--- src/rtl/nth_pkg.sv ---
package nth_pkg;

	localparam int COORD_W   = 32;
	localparam int FACE_W    = 16;
	localparam int SKIP_W    = FACE_W + 1;
	localparam int EDGE_W    = COORD_W + 1;
	localparam int SM_W      = EDGE_W + 1;
	localparam int CROSS_W   = 2 * EDGE_W + 1;
	localparam int DOT_W     = EDGE_W + CROSS_W + 4;
	localparam int FRAC_W    = 16;
	localparam int TQ_W      = DOT_W - 2 + FRAC_W;
	localparam int ACC_W     = TQ_W + SM_W;
	localparam int DIST_W    = 48;
	localparam int DET_EPSILON = 1;
	localparam int QDEPTH    = 2;
	localparam int CFG_IDX_W = 3;
	localparam int OP_W      = 5;
	localparam int STEP_W    = 6;
	localparam int DIV_CNT_W = 7;

	localparam logic [CFG_IDX_W-1:0] REG_ORIGIN_X = 3'd0;
	localparam logic [CFG_IDX_W-1:0] REG_ORIGIN_Y = 3'd1;
	localparam logic [CFG_IDX_W-1:0] REG_ORIGIN_Z = 3'd2;
	localparam logic [CFG_IDX_W-1:0] REG_DIR_X    = 3'd3;
	localparam logic [CFG_IDX_W-1:0] REG_DIR_Y    = 3'd4;
	localparam logic [CFG_IDX_W-1:0] REG_DIR_Z    = 3'd5;
	localparam logic [CFG_IDX_W-1:0] REG_SKIP     = 3'd6;

	localparam logic [OP_W-1:0] OP_FIRST   = 5'd0;
	localparam logic [OP_W-1:0] OP_TN_END  = 5'd23;
	localparam logic [OP_W-1:0] OP_PT_X    = 5'd24;
	localparam logic [OP_W-1:0] OP_PT_END  = 5'd26;

	typedef struct packed {
		logic [2:0][COORD_W-1:0] org;
		logic [2:0][COORD_W-1:0] dir;
	} ray_t;

	typedef struct packed {
		logic [2:0][COORD_W-1:0] v0;
		logic [2:0][COORD_W-1:0] v1;
		logic [2:0][COORD_W-1:0] v2;
		logic [FACE_W-1:0]       face;
		logic                    last;
		logic                    skip;
	} item_t;

	typedef enum logic [2:0] {
		BK_IDLE,
		BK_LOAD,
		BK_MAC,
		BK_NORM,
		BK_TEST,
		BK_DIV,
		BK_PICK,
		BK_EMIT
	} back_state_t;

endpackage

--- src/rtl/nth_front.sv ---
module nth_front (
	input  logic                                clk,
	input  logic                                arst_n,
	input  logic                                cfg_valid,
	output logic                                cfg_ready,
	input  logic [nth_pkg::CFG_IDX_W-1:0]       cfg_index,
	input  logic [nth_pkg::COORD_W-1:0]         cfg_data,
	input  logic                                push,
	output logic                                full,
	input  nth_pkg::item_t                      in_item,
	input  logic                                q_pop,
	output logic                                q_empty,
	output nth_pkg::item_t                      q_item,
	output nth_pkg::ray_t                       ray
);

	nth_pkg::ray_t               ray_q;
	logic [nth_pkg::SKIP_W-1:0]  skip_q;
	nth_pkg::item_t              slot_q [nth_pkg::QDEPTH];
	logic                        wr_ptr_q;
	logic                        rd_ptr_q;
	logic [1:0]                  cnt_q;
	logic                        push_ok;
	logic                        pop_ok;
	nth_pkg::item_t              tagged_item;

	assign cfg_ready = 1'b1;
	assign ray       = ray_q;
	assign full      = (cnt_q == 2'(nth_pkg::QDEPTH));
	assign q_empty   = (cnt_q == 2'd0);
	assign q_item    = slot_q[rd_ptr_q];
	assign push_ok   = push && !full;
	assign pop_ok    = q_pop && !q_empty;

	always_comb begin
		tagged_item = in_item;
		tagged_item.skip = !skip_q[nth_pkg::SKIP_W-1]
			&& (skip_q[nth_pkg::FACE_W-1:0] == in_item.face);
	end

	always_ff @(posedge clk or negedge arst_n) begin
		if (!arst_n) begin
			ray_q.org <= '0;
			ray_q.dir <= {32'sd65536, 32'sd0, 32'sd0};
			skip_q    <= '1;
		end else if (cfg_valid) begin
			unique case (cfg_index)
				nth_pkg::REG_ORIGIN_X: ray_q.org[0] <= cfg_data;
				nth_pkg::REG_ORIGIN_Y: ray_q.org[1] <= cfg_data;
				nth_pkg::REG_ORIGIN_Z: ray_q.org[2] <= cfg_data;
				nth_pkg::REG_DIR_X:    ray_q.dir[0] <= cfg_data;
				nth_pkg::REG_DIR_Y:    ray_q.dir[1] <= cfg_data;
				nth_pkg::REG_DIR_Z:    ray_q.dir[2] <= cfg_data;
				nth_pkg::REG_SKIP:     skip_q <= cfg_data[nth_pkg::SKIP_W-1:0];
				default: ;
			endcase
		end
	end

	always_ff @(posedge clk or negedge arst_n) begin
		if (!arst_n) begin
			wr_ptr_q <= 1'b0;
			rd_ptr_q <= 1'b0;
			cnt_q    <= 2'd0;
		end else begin
			if (push_ok) wr_ptr_q <= !wr_ptr_q;
			if (pop_ok) rd_ptr_q <= !rd_ptr_q;
			if (push_ok && !pop_ok) cnt_q <= cnt_q + 2'd1;
			else if (pop_ok && !push_ok) cnt_q <= cnt_q - 2'd1;
		end
	end

	always_ff @(posedge clk) begin
		if (push_ok) slot_q[wr_ptr_q] <= tagged_item;
	end

endmodule

--- config.mk ---
export PLATFORM = sky130hd
export DESIGN_NAME = nth_front
export DESIGN_NICKNAME = d
export VERILOG_FILES = /design/src/rtl/nth_pkg.sv /design/src/rtl/nth_front.sv
export SDC_FILE = /design/constraint.sdc
export NUM_CORES = 1
export LEC_CHECK = 0
export ABC_CLOCK_PERIOD_IN_PS = 18100
export BUFFER_PORTS_ARGS = -buffer_cell sky130_fd_sc_hd__buf_4
export CORE_AREA = 2 2 327 329
export DETAILED_ROUTE_END_ITERATION = 6
export DIE_AREA = 0 0 329 331
export SYNTH_ARGS = -nofsm -noshare
export SYNTH_HDL_FRONTEND = slang
export SYNTH_SLANG_ARGS = --single-unit
--- constraint.sdc ---
create_clock -name clk -period 18.1 [get_ports clk]
set_clock_uncertainty 0.15 [all_clocks]
set_input_delay 1.81 -clock clk [delete_from_list [all_inputs] [get_ports clk]]
set_output_delay 1.81 -clock clk [all_outputs]
set_load 0.05 [all_outputs]
Word-level counts from Yosys, hierarchy flattened
Memories as Yosys holds them, arrays and structs flattened.
Cells that the tools add are included.
- register bits: 213
- memories: 1
- output and inout bits: 501
- word-level logic and storage cells: 47
- memory bits (writable): 612
- input port bits: 346
- equal/unequal tests: 8
- reductions and logical operators: 22
- add/subtract/negate cells: 2
- muxes and demuxes: 4
- memories (memory ; words ; width ; rd ports ; clocked after memory_dff ; wr ports ; RTL line ; RTL):
    slot_q ; 2 ; 306 ; 1 ; 0 ; 1 ; nth_front.sv:19 ; nth_pkg::item_t slot_q [nth_pkg::QDEPTH];
- operators with widths (operator ; count):
    $eq 16x16->1 ; 1
    $reduce_and 2->1 ; 7
    $eq 3x3->1 const B ; 3
    $logic_not 1->1 ; 7
    $eq 3x2->1 const B ; 2
    $logic_and 1x1->1 ; 5
    $mux 2 ; 2
    $eq 3x1->1 const B ; 1
    $logic_not 3->1 ; 1
    $add 2x1->2 const B ; 1
    $eq 2x2->1 const B ; 1
    $logic_not 2->1 ; 1
    $mux 1 ; 2
    $reduce_bool 2->1 ; 1
    $sub 2x1->2 const B ; 1

Depth between registers and ports, before layout
Gate-level depths: netlist of run 1.
- depth in word-level cells: 7
- mapped depth: 7
- depth with buffers taken out: 7

Worst setup path after synthesis of run 1
OpenSTA, ideal clock, no wires.
- path type: input -> register
- from: input port push
- to: memory slot_q[0][0] (netlist bit), enable pin
- setup time: 979 ps
- slack: 2403 ps
- data required time: 16971 ps
- stages on the path: 2
- data arrival time: 14568 ps
- path through: nand2_1 > nor2_1
- cells in the longest elaborated chain, start to end: 3
- ends and longest elaborated chain (item ; RTL line ; RTL):
    start: declaration ; nth_front.sv:8 ; input logic push,
    $logic_and 1x1->1 ; nth_front.sv:32 ; assign push_ok = push && !full;
    $mux 1 ; nth_front.sv:74 ; if (push_ok) slot_q[wr_ptr_q] <= tagged_item;
    $mux 1 (not written as such) ; nth_front.sv:74 ;
    end: declaration ; nth_front.sv:19 ;
No other way between the ends.

==> results.sh, run 1 <==
export IMPL_p_clk_share_pct=22.7
export IMPL_clk_latency_ps=650
export IMPL_synth_area_per_cell_um2=20.9
export IMPL_endpoint_kind="primary output"
export IMPL_start_util_pct=28.8
export IMPL_use_met1_pct=16.1
export IMPL_cts_tree="yes"
export IMPL_vias=16800
export IMPL_r2r_end="slot_q[1][277]$_DFFE_PP_"
export IMPL_p_leak_nw=16.0
export IMPL_drive_gt1_share_pct=63.3
export IMPL_clock_sink_count=825
export IMPL_fp_row_count=119
export IMPL_synthCells=1443
export IMPL_drt_total_wl_mm=86.0
export IMPL_synth_seq_cells=825
export IMPL_async_reset_ff_share_pct=25.8
export IMPL_cp_top_family="buffers and inverters"
export IMPL_maxSlewViolCount=0
export IMPL_synth_edf_count=612
export IMPL_holdCritStartpoint="ray[37]$_DFFE_PN0P_"
export IMPL_busiest_layer="met2"
export IMPL_grt_pass1_wl_mm=121
export IMPL_fmax_mhz=167
export IMPL_final_cells=3809
export IMPL_regArea_mm2=0.0237
export IMPL_worstPathCellList="buf_12 > buf_4 > mux2_2 > buf_4"
export IMPL_postRouteAntennaNets=0
export IMPL_path_buf_inv=3
export IMPL_ir_worst_vdd_uv=140
export IMPL_antenna_found_initial=17
export IMPL_syn_to_final_growth_pct=35.7
export IMPL_power_switching_mw=3.13
export IMPL_die_area_mm2=0.109
export IMPL_outcome="complete, no violations"
export IMPL_drc=0
export IMPL_synth_area_mm2=0.0302
export IMPL_post_dp_hpwl_mm=62.1
export IMPL_finalSetupTns_ps=0
export IMPL_setup_viol=0
export IMPL_clk_path_buf_depth=3
export IMPL_p_seq_share_pct=35.1
export IMPL_synthDistinctLibCells=28
export IMPL_synthTopCellsByArea="edfxtp_1 61%, mux2_2 19%, dfrtp_1 16%"
export IMPL_critPathLaunchType="flip-flop"
export IMPL_multi_input_area_mm2=0.00619
export IMPL_slowest_delay_ps=840
export IMPL_synth_top_area_cell="edfxtp_1"
export IMPL_cell_internal_pwr_mw=4.50
export IMPL_worstHoldPathCells=1
export IMPL_crit_fanout=163
export IMPL_met3_usage_pct=6.48
export IMPL_grt_pass1_vias=18000
export IMPL_min_path_type="flip-flop to flip-flop"
export IMPL_min_period_ps=5990
export IMPL_power_density_mw_per_mm2=186
export IMPL_grt_max_degree=164
export IMPL_reg2reg_from="cnt_q[0]$_DFFE_PN0P_"
export IMPL_drtIter0Drc=834
export IMPL_io_pins=847
export IMPL_critPathSlowestCell="dfrtp_4"
export IMPL_cts_resized=0
export IMPL_switching_share_pct=41.0
export IMPL_holdBufCountCts=0
export IMPL_cts_root_buffer="clkbuf_16"
export IMPL_dr_pass1_iters=4
export IMPL_finalCritPeriodShare_pct=33.1
export IMPL_syn_nets=1790
export IMPL_worst_slew_pin_slew_ps=1140
export IMPL_ys_seq_area_share_pct=78.5
export IMPL_fillers=9658
export IMPL_ctsHtreeMaxLevel=3
export IMPL_crit_arrival_ps=4030
export IMPL_dp_cells=3639
export IMPL_core_mm2=0.105
export IMPL_reg2reg_depth=5
export IMPL_port_buffers=844
export IMPL_ys_warn_count=0
export IMPL_fin_util_pct=39.1
export IMPL_hold_viol=0
export IMPL_comb_power_share_pct=42.1
export IMPL_use_met2_pct=26.0
export IMPL_die_y_um=331
export IMPL_grt_overflow_total=0
export IMPL_rsz0062_at_grt="false"
export IMPL_r2r_slack_ps=13700
export IMPL_crit_path_frequent_cell="buf_4"
export IMPL_slew_headroom_pct=24.1
export IMPL_max_cap_violations=0
export IMPL_crit_type="flip-flop to primary output"
export IMPL_grtUsageTotal_pct=15.0
export IMPL_chipWidth_um=329
export IMPL_synth_ff_type="edfxtp_1"
export IMPL_layout_nets=2685
export IMPL_synth_top_cell_area_share_pct=60.8
export IMPL_holdPathEnd="ray[37]$_DFFE_PN0P_"
export IMPL_cp_required_ps=16140
export IMPL_drt_vias_per_instance=4.41
export IMPL_clk_pin_slew_ps=60
export IMPL_place_congestion=0.797
export IMPL_wl_per_cell_um=22.6
export IMPL_numCtsBuffers=88
export IMPL_cts_setup_buffers=0
flip-flops by register name (all words and copies together) (netlist names):
name	cells
rd_ptr_q	1
slot_q	612
wr_ptr_q	1
skip_q	17
ray	192
cnt_q	2
layout by cell type (no fill, tap or decap), drive strengths merged, types with 3 or more instances in the layout:
master / count
buf: 860
xor2: 18
nor3: 4
dfstp: 18
nand4b: 3
diode: 9
clkinvlp: 4
nor2: 3
inv: 9
dfrtp: 195
clkbuf: 120
mux2: 515
edfxtp: 612
xnor2: 3
clkinv: 29
nor4: 3
logic make-up after synthesis:
kind of cell | count (synthesis) | synth area share, %
fa+ha+maj | 1 | 0.0414
other cells | 1 | 0.0124
mux | 515 | 19.2
compound gates | 1 | 0.0165
flops | 825 | 78.5
xor+xnor | 21 | 0.609
buf+inv | 58 | 1.04
simple gates | 21 | 0.547
cells in the mapped netlist, types with 2 or more instances:
| master | instances |
|---|---|
| buf_1 | 6 |
| buf_2 | 38 |
| buf_4 | 7 |
| buf_6 | 3 |
| clkbuf_1 | 2 |
| dfrtp_1 | 195 |
| dfstp_2 | 18 |
| edfxtp_1 | 612 |
| inv_1 | 2 |
| mux2_1 | 6 |
| mux2_2 | 509 |
| nand2_1 | 2 |
| nand4b_1 | 2 |
| nor2_1 | 3 |
| nor3_1 | 2 |
| nor3_2 | 2 |
| nor3b_4 | 2 |
| nor4_1 | 3 |
| xnor2_1 | 3 |
| xor2_1 | 18 |
how the worst max path moves through the flow:
stage / depth (start not counted) / start / slack, ps / to
after detailed placement: 5 / push / 12360 / slot_q[1][279]$_DFFE_PP_
final: 4 / rd_ptr_q$_DFFE_PN0P_ / 12110 / q_item[230]
after floorplan: 2 / push / 2400 / slot_q[0][0]$_DFFE_PP_
after global routing: 4 / rd_ptr_q$_DFFE_PN0P_ / 11950 / q_item[230]
after global placement: 5 / push / 12410 / slot_q[1][279]$_DFFE_PP_
after CTS: 4 / rd_ptr_q$_DFFE_PN0P_ / 12120 / q_item[230]
layer usage:
layer | wire length [um] | vias to the layer above
li1 | - | 7377
met1 | 31100 | 8592
met2 | 43500 | 655
met3 | 8800 | 139
met4 | 2490 | 18
met5 | 124 | -
worst register-to-register path: stages (launching register included):
cell,delay (ps)
dfrtp_1,430
nand2b_1,170
and3_4,670
buf_4,790
buf_4,920
buf_4,830
power groups by stage:
stage	combinational (mW)	sequential (mW)	clock, mW
after CTS	3.25	2.68	1.79
after global routing	3.32	2.72	1.86
final	3.21	2.68	1.73
after global placement	3.23	2.69	0
after detailed placement	3.24	2.72	0
after floorplan	1.88	3.15	0
through the flow:
step / worst slack [ps] / power [mW] / hold WS [ps] / area (um2)
2_1_floorplan: 2400 / 5.03 / 311 / 30200
3_3_place_gp: 12410 / 5.92 / 325 / 38200
3_5_place_dp: 12360 / 5.96 / 334 / 38200
4_1_cts: 12120 / 7.72 / 349 / 41000
5_1_grt: 11950 / 7.91 / 364 / 41000
6_report: 12110 / 7.62 / 350 / 41000
area by class of cell:
class / count / area share, %
clock inverter: 42 / 0.894
tap: 1391 / 4.24
antenna: 9 / 0.0549
sequential: 825 / 57.9
clock buffer: 119 / 5.98
inverter: 2 / 0.0183
timing repair buffer: 861 / 15.8
multi-input combinational: 560 / 15.1
Note: power is estimated with default switching activity, not from simulation.
==> run 2, diff against run 1 <==
Settings changed: ABC_CLOCK_PERIOD_IN_PS 18100 to 5690.
Clock period 18.1 ns to 5.69 ns, I/O delays scaled along.
==> run 2 against run 1 <==
Compared with the run above: first-iteration DRC count down 3.5%; count of clock-buffer cells in the layout fell by 7; combinational power rose to 3.3 times the previous value; clock power increased to 3.4 times the previous value; final cell count increased by 8.3%; non-clock buffer count increased by 319.
==> results.sh, run 2 (synthesis gave the netlist of run 1 again) <==
export IMPL_worst_slew_pin_slew_ps=997
export IMPL_regArea_mm2=0.0237
export IMPL_crit_path_frequent_cell="buf_4"
export IMPL_p_seq_share_pct=34.2
export IMPL_max_cap_violations=0
export IMPL_regMostFlops="slot_q"
export IMPL_critPathSlowestCell="dfrtp_4"
export IMPL_placed_cell_area_mm2=0.0383
export IMPL_slowest_delay_ps=890
export IMPL_use_met2_pct=27.2
export IMPL_min_path_type="input port to flip-flop"
export IMPL_met3_usage_pct=4.75
export IMPL_drt_vias_per_instance=4.38
export IMPL_antenna_found_initial=8
export IMPL_grt_pass1_vias=19400
export IMPL_comb_power_share_pct=42.0
export IMPL_die_area_mm2=0.109
export IMPL_hold_viol=0
export IMPL_drive_gt1_share_pct=56.1
export IMPL_layout_nets=3004
export IMPL_postRouteAntennaNets=0
export IMPL_maxSlewViolCount=0
export IMPL_port_buffers=844
export IMPL_ir_worst_vdd_uv=481
export IMPL_drc=0
export IMPL_multi_input_area_mm2=0.00621
export IMPL_p_leak_nw=17.4
export IMPL_cts_setup_buffers=0
export IMPL_grtUsageTotal_pct=15.4
export IMPL_largest_reg_flops=612
export IMPL_dr_pass1_iters=5
export IMPL_post_dp_hpwl_mm=61.2
export IMPL_clk_latency_ps=670
export IMPL_fp_row_count=119
export IMPL_cp_required_ps=4970
export IMPL_wl_per_cell_um=21.4
export IMPL_finalCritPeriodShare_pct=65.1
export IMPL_fmax_mhz=270
export IMPL_design_area_mm2=0.0445
export IMPL_cts_tree="yes"
export IMPL_power_switching_mw=10.1
export IMPL_outcome="complete, no violations"
export IMPL_rsz0062_at_grt="false"
export IMPL_endpoint_kind="primary output"
export IMPL_io_pins=847
export IMPL_syn_to_final_growth_pct=47.2
export IMPL_grt_overflow_total=0
export IMPL_slew_headroom_pct=33.4
export IMPL_cts_root_buffer="clkbuf_16"
export IMPL_grt_max_degree=116
export IMPL_grt_pass1_wl_mm=125
export IMPL_clock_sink_count=825
export IMPL_chipWidth_um=329
export IMPL_final_cell_mix="856 x buf_4, 612 x edfxtp_1, 509 x mux2_2"
export IMPL_crit_arrival_ps=2990
export IMPL_busiest_layer="met2"
export IMPL_crit_fanout=47
export IMPL_die_y_um=331
export IMPL_setup_viol=0
export IMPL_cts_resized=0
export IMPL_crit_type="flip-flop to primary output"
export IMPL_ctsHtreeMaxLevel=3
export IMPL_core_mm2=0.105
export IMPL_use_met1_pct=17.5
export IMPL_critPathLaunchType="flip-flop"
export IMPL_dp_slack_ps=2590
export IMPL_place_congestion=0.797
export IMPL_clk_pin_slew_ps=60
export IMPL_drt_total_wl_mm=88.5
export IMPL_switching_share_pct=40.5
export IMPL_fillers=9273
export IMPL_cell_internal_pwr_mw=14.8
export IMPL_start_util_pct=28.8
export IMPL_clk_path_buf_depth=3
export IMPL_drtIter0Drc=805
export IMPL_worstPathCellList="buf_4 > mux2_2 > buf_4"
export IMPL_min_period_ps=3710
export IMPL_numCtsBuffers=88
export IMPL_p_clk_share_pct=23.8
export IMPL_vias=18100
export IMPL_power_density_mw_per_mm2=560
export IMPL_layout_commonest_cell="buf_4"
export IMPL_setup_ws_ps=1980
run 2: area by class of cell:
cell class	count	area share [%]
Clock inverter	49	1.54
Tap cell	1391	3.91
Sequential cell	825	53.4
Antenna cell	6	0.0338
Multi-Input combinational cell	560	14.0
Clock buffer	112	5.25
Inverter	2	0.0169
Timing Repair Buffer	1180	21.9
run 2: worst max-delay path: cells and delay by family (launching register included):
kind	cells	cell delay [ps]
buffers and inverters	2	860
DFF	1	890
muxes	1	490
run 2: through the flow:
stage	power (mW)	hold WS [ps]	std cells	util, %	setup TNS (ps)
finish	24.9	62.4	4125	42.4	0
global route	25.8	27.2	4124	42.4	0
CTS	25.2	6.01	4119	42.4	0
detailed placement	19.0	330	3642	36.5	0
global placement	18.9	326	3642	36.5	0
floorplan	15.7	123	1443	-	-6530
run 2: power groups by stage:
stage	logic (mW)	registers [mW]	clock network [mW]
global placement	10.3	8.56	0
global route	10.8	8.65	6.33
CTS	10.6	8.54	6.10
detailed placement	10.3	8.64	0
finish	10.5	8.52	5.92
floorplan	5.99	9.69	0
run 2: final timing paths:
| kind | from | slack [ps] | cells past startpoint | to |
|---|---|---|---|---|
| max | rd_ptr_q$_DFFE_PN0P_ | 1980 | 3 | q_item[3] |
| min | cfg_data[3] | 60 | 2 | ray[67]$_DFFE_PN0P_ |
| max reg2reg | cnt_q[0]$_DFFE_PN0P_ | 2760 | 4 | slot_q[0][205]$_DFFE_PP_ |
| min reg2reg | ray[165]$_DFFE_PN0P_ | 340 | 1 | ray[165]$_DFFE_PN0P_ |
| max in group asynchronous | arst_n | 3830 | 3 | ray[108]$_DFFE_PN0P_ |
| min in group asynchronous | arst_n | 420 | 2 | ray[122]$_DFFE_PN0P_ |
run 2: what timing repair did:
| action | CTS | global route |
|---|---|---|
| endpoints found under the setup margin | 0 | 0 |
| hold endpoints to repair | 741 | 0 |
| hold buffers | 316 | 0 |
run 2: layer usage:
metal  vias up  routed length (um)  part of all wire, %
li1       8023                   -                    -
met1      9172               33300                   38
met2       712               45300                   51
met3       139                7150                  8.1
met4         4                2630                  3.0
met5         -                  24                0.027
==> run 3, diff against run 2 <==
Settings changed: ABC_CLOCK_PERIOD_IN_PS 5690 to 3200, CORE_AREA 2 2 327 329 to 2 2 334 336, DIE_AREA 0 0 329 331 to 0 0 336 338.
Clock period 5.69 ns to 3.2 ns, I/O delays scaled along.
==> run 3 against run 2 <==
Compared with the run above: utilization fell by 1.4 points; clock power is 68% higher; final cell count up 3.6%; sequential share of layout area fell by 0.73 points; routed wire length grew 0.57%; critical path depth up 1; via count increased by 0.95%; flip-flop and latch count is the same; setup slack lost 1600 ps; die area is 4.3% higher; global-route usage down 0.53 points; largest cell class unchanged; design area increased by 1.4%.
==> results.sh, run 3 (synthesis gave the netlist of run 1 again) <==
export IMPL_slew_headroom_pct=42.9
export IMPL_power_switching_mw=17.9
export IMPL_io_pins=847
export IMPL_die_area_mm2=0.114
export IMPL_final_cell_mix="863 x buf_4, 612 x edfxtp_1, 509 x mux2_2"
export IMPL_clk_path_buf_depth=3
export IMPL_fp_row_count=122
export IMPL_worst_slew_pin_slew_ps=852
export IMPL_whs_ps=125
export IMPL_maxSlewViolCount=0
export IMPL_largest_reg_flops=612
export IMPL_outcome="complete, no violations"
export IMPL_die_y_um=338
export IMPL_comb_power_share_pct=43.3
export IMPL_grt_overflow_total=0
export IMPL_finalCritPeriodShare_pct=89.2
export IMPL_drtIter0Drc=856
export IMPL_crit_fanout=17
export IMPL_max_cap_violations=0
export IMPL_start_util_pct=27.5
export IMPL_layout_nets=3055
export IMPL_chipWidth_um=336
export IMPL_vias=18200
export IMPL_core_mm2=0.110
export IMPL_endpoint_kind="primary output"
export IMPL_min_period_ps=2850
export IMPL_reg2reg_from="skip_q[8]$_DFFE_PN1P_"
export IMPL_drt_vias_per_instance=4.26
export IMPL_crit_start="rd_ptr_q$_DFFE_PN0P_"
export IMPL_grt_pass1_wl_mm=126
export IMPL_drc=0
export IMPL_met3_usage_pct=4.94
export IMPL_reg2reg_depth=4
export IMPL_crit_arrival_ps=2380
export IMPL_clk_latency_ps=650
export IMPL_numCtsBuffers=88
export IMPL_min_path_type="input port to asynchronous set/reset pin"
export IMPL_design_area_mm2=0.0451
export IMPL_cts_setup_buffers=0
export IMPL_crit_type="flip-flop to primary output"
export IMPL_place_congestion=0.788
export IMPL_placed_cell_area_mm2=0.0387
export IMPL_setup_viol=0
export IMPL_layout_commonest_cell="buf_4"
export IMPL_critPathSlowestCell="dfrtp_4"
export IMPL_r2r_end="slot_q[0][0]$_DFFE_PP_"
export IMPL_antenna_found_initial=12
export IMPL_power_density_mw_per_mm2=978
export IMPL_path_buf_inv=3
export IMPL_cp_endpoint="q_item[58]"
export IMPL_p_seq_share_pct=34.1
export IMPL_port_buffers=844
export IMPL_cp_depth=4
export IMPL_rsz0062_at_grt="false"
export IMPL_clk_pin_slew_ps=60
export IMPL_drive_gt1_share_pct=55.8
export IMPL_busiest_layer="met2"
export IMPL_postRouteAntennaNets=0
export IMPL_cp_top_family="buffers and inverters"
export IMPL_grt_max_degree=88
export IMPL_clock_sink_count=825
export IMPL_regMostFlops="slot_q"
export IMPL_ir_worst_vdd_uv=591
export IMPL_fmax_mhz=350
export IMPL_fillers=9835
export IMPL_cell_internal_pwr_mw=26.2
export IMPL_cts_tree="yes"
export IMPL_worstPathCellList="buf_12 > buf_4 > mux2_2 > buf_4"
export IMPL_syn_to_final_growth_pct=49.2
export IMPL_r2r_slack_ps=1070
export IMPL_crit_path_frequent_cell="buf_4"
export IMPL_cp_required_ps=2730
export IMPL_ctsHtreeMaxLevel=3
export IMPL_use_met2_pct=26.1
export IMPL_slowest_delay_ps=600
export IMPL_cts_root_buffer="clkbuf_16"
export IMPL_wl_per_cell_um=20.8
export IMPL_p_clk_share_pct=22.6
export IMPL_dr_pass1_iters=5
export IMPL_post_dp_hpwl_mm=63.1
export IMPL_switching_share_pct=40.7
export IMPL_grtUsageTotal_pct=14.9
export IMPL_grt_pass1_vias=19900
export IMPL_use_met1_pct=16.3
export IMPL_drt_total_wl_mm=89.0
export IMPL_hold_viol=0
export IMPL_critPathLaunchType="flip-flop"
export IMPL_p_leak_nw=17.7
-- run 3: changes by cell type in the layout (fill, tap and decap cells not counted), sizes merged --
cell,delta
clkbuf,+11
dlygate4sd3,+29
clkinv,-3
bufinv,-8
buf,+22
-- run 3: layout make-up --
class	count	area, um2	share of cell area, %
Sequential cell	825	23700	52.6
Multi-Input combinational cell	560	6210	13.8
Inverter	2	7.51	0.0167
Antenna cell	6	15.0	0.0333
Clock buffer	123	2460	5.46
Tap cell	1488	1860	4.13
Timing Repair Buffer	1231	10400	23.0
Clock inverter	38	405	0.899
-- run 3: metrics by stage --
step                total power, mW  util [%]  TNS (ps)  setup slack, ps  std cells
finish                         44.1      41.0         0              345       4273
global route                   45.7      41.0         0              206       4270
CTS                            44.7      40.9         0              192       4267
detailed placement             34.1      35.2         0              869       3761
global placement               33.9      35.2         0              926       3761
floorplan                      27.9         -  -1283580            -2510       1443
-- run 3: worst register-to-register path: cells and delay by family, from the launching register on --
kind          cells  cell delay (ps)
simple gates      3             1190
flops             1              540
xor+xnor          1               60
-- run 3: repair_timing --
item,in CTS,in global routing
gates resized for setup,0,0
endpoints found under the hold margin,904,0
hold buffers,345,0
-- run 3: metal layers --
layer,vias to the layer above,share of wire [%]
met3,162,8.6
met4,12,4.3
li1,8125,-
met5,-,0.090
met2,719,50
met1,9204,37
-- run 3: power by group through the flow --
stage / clock network [mW] / registers [mW] / logic (mW)
detailed placement: 0 / 15.3 / 18.9
global route: 10.7 / 15.3 / 19.8
CTS: 10.3 / 15.1 / 19.3
global placement: 0 / 15.1 / 18.8
finish: 9.96 / 15.1 / 19.1
floorplan: 0 / 17.2 / 10.7
-- run 3: how the worst min path moves through the flow --
stage / startpoint / end / cells past startpoint
after floorplan: arst_n / cnt_q[0]$_DFFE_PN0P_ / 0
after global placement: arst_n / ray[123]$_DFFE_PN0P_ / 1
after detailed placement: arst_n / ray[30]$_DFFE_PN0P_ / 1
after CTS: arst_n / ray[151]$_DFFE_PN0P_ / 2
after global routing: arst_n / ray[123]$_DFFE_PN0P_ / 2
final: arst_n / ray[123]$_DFFE_PN0P_ / 2
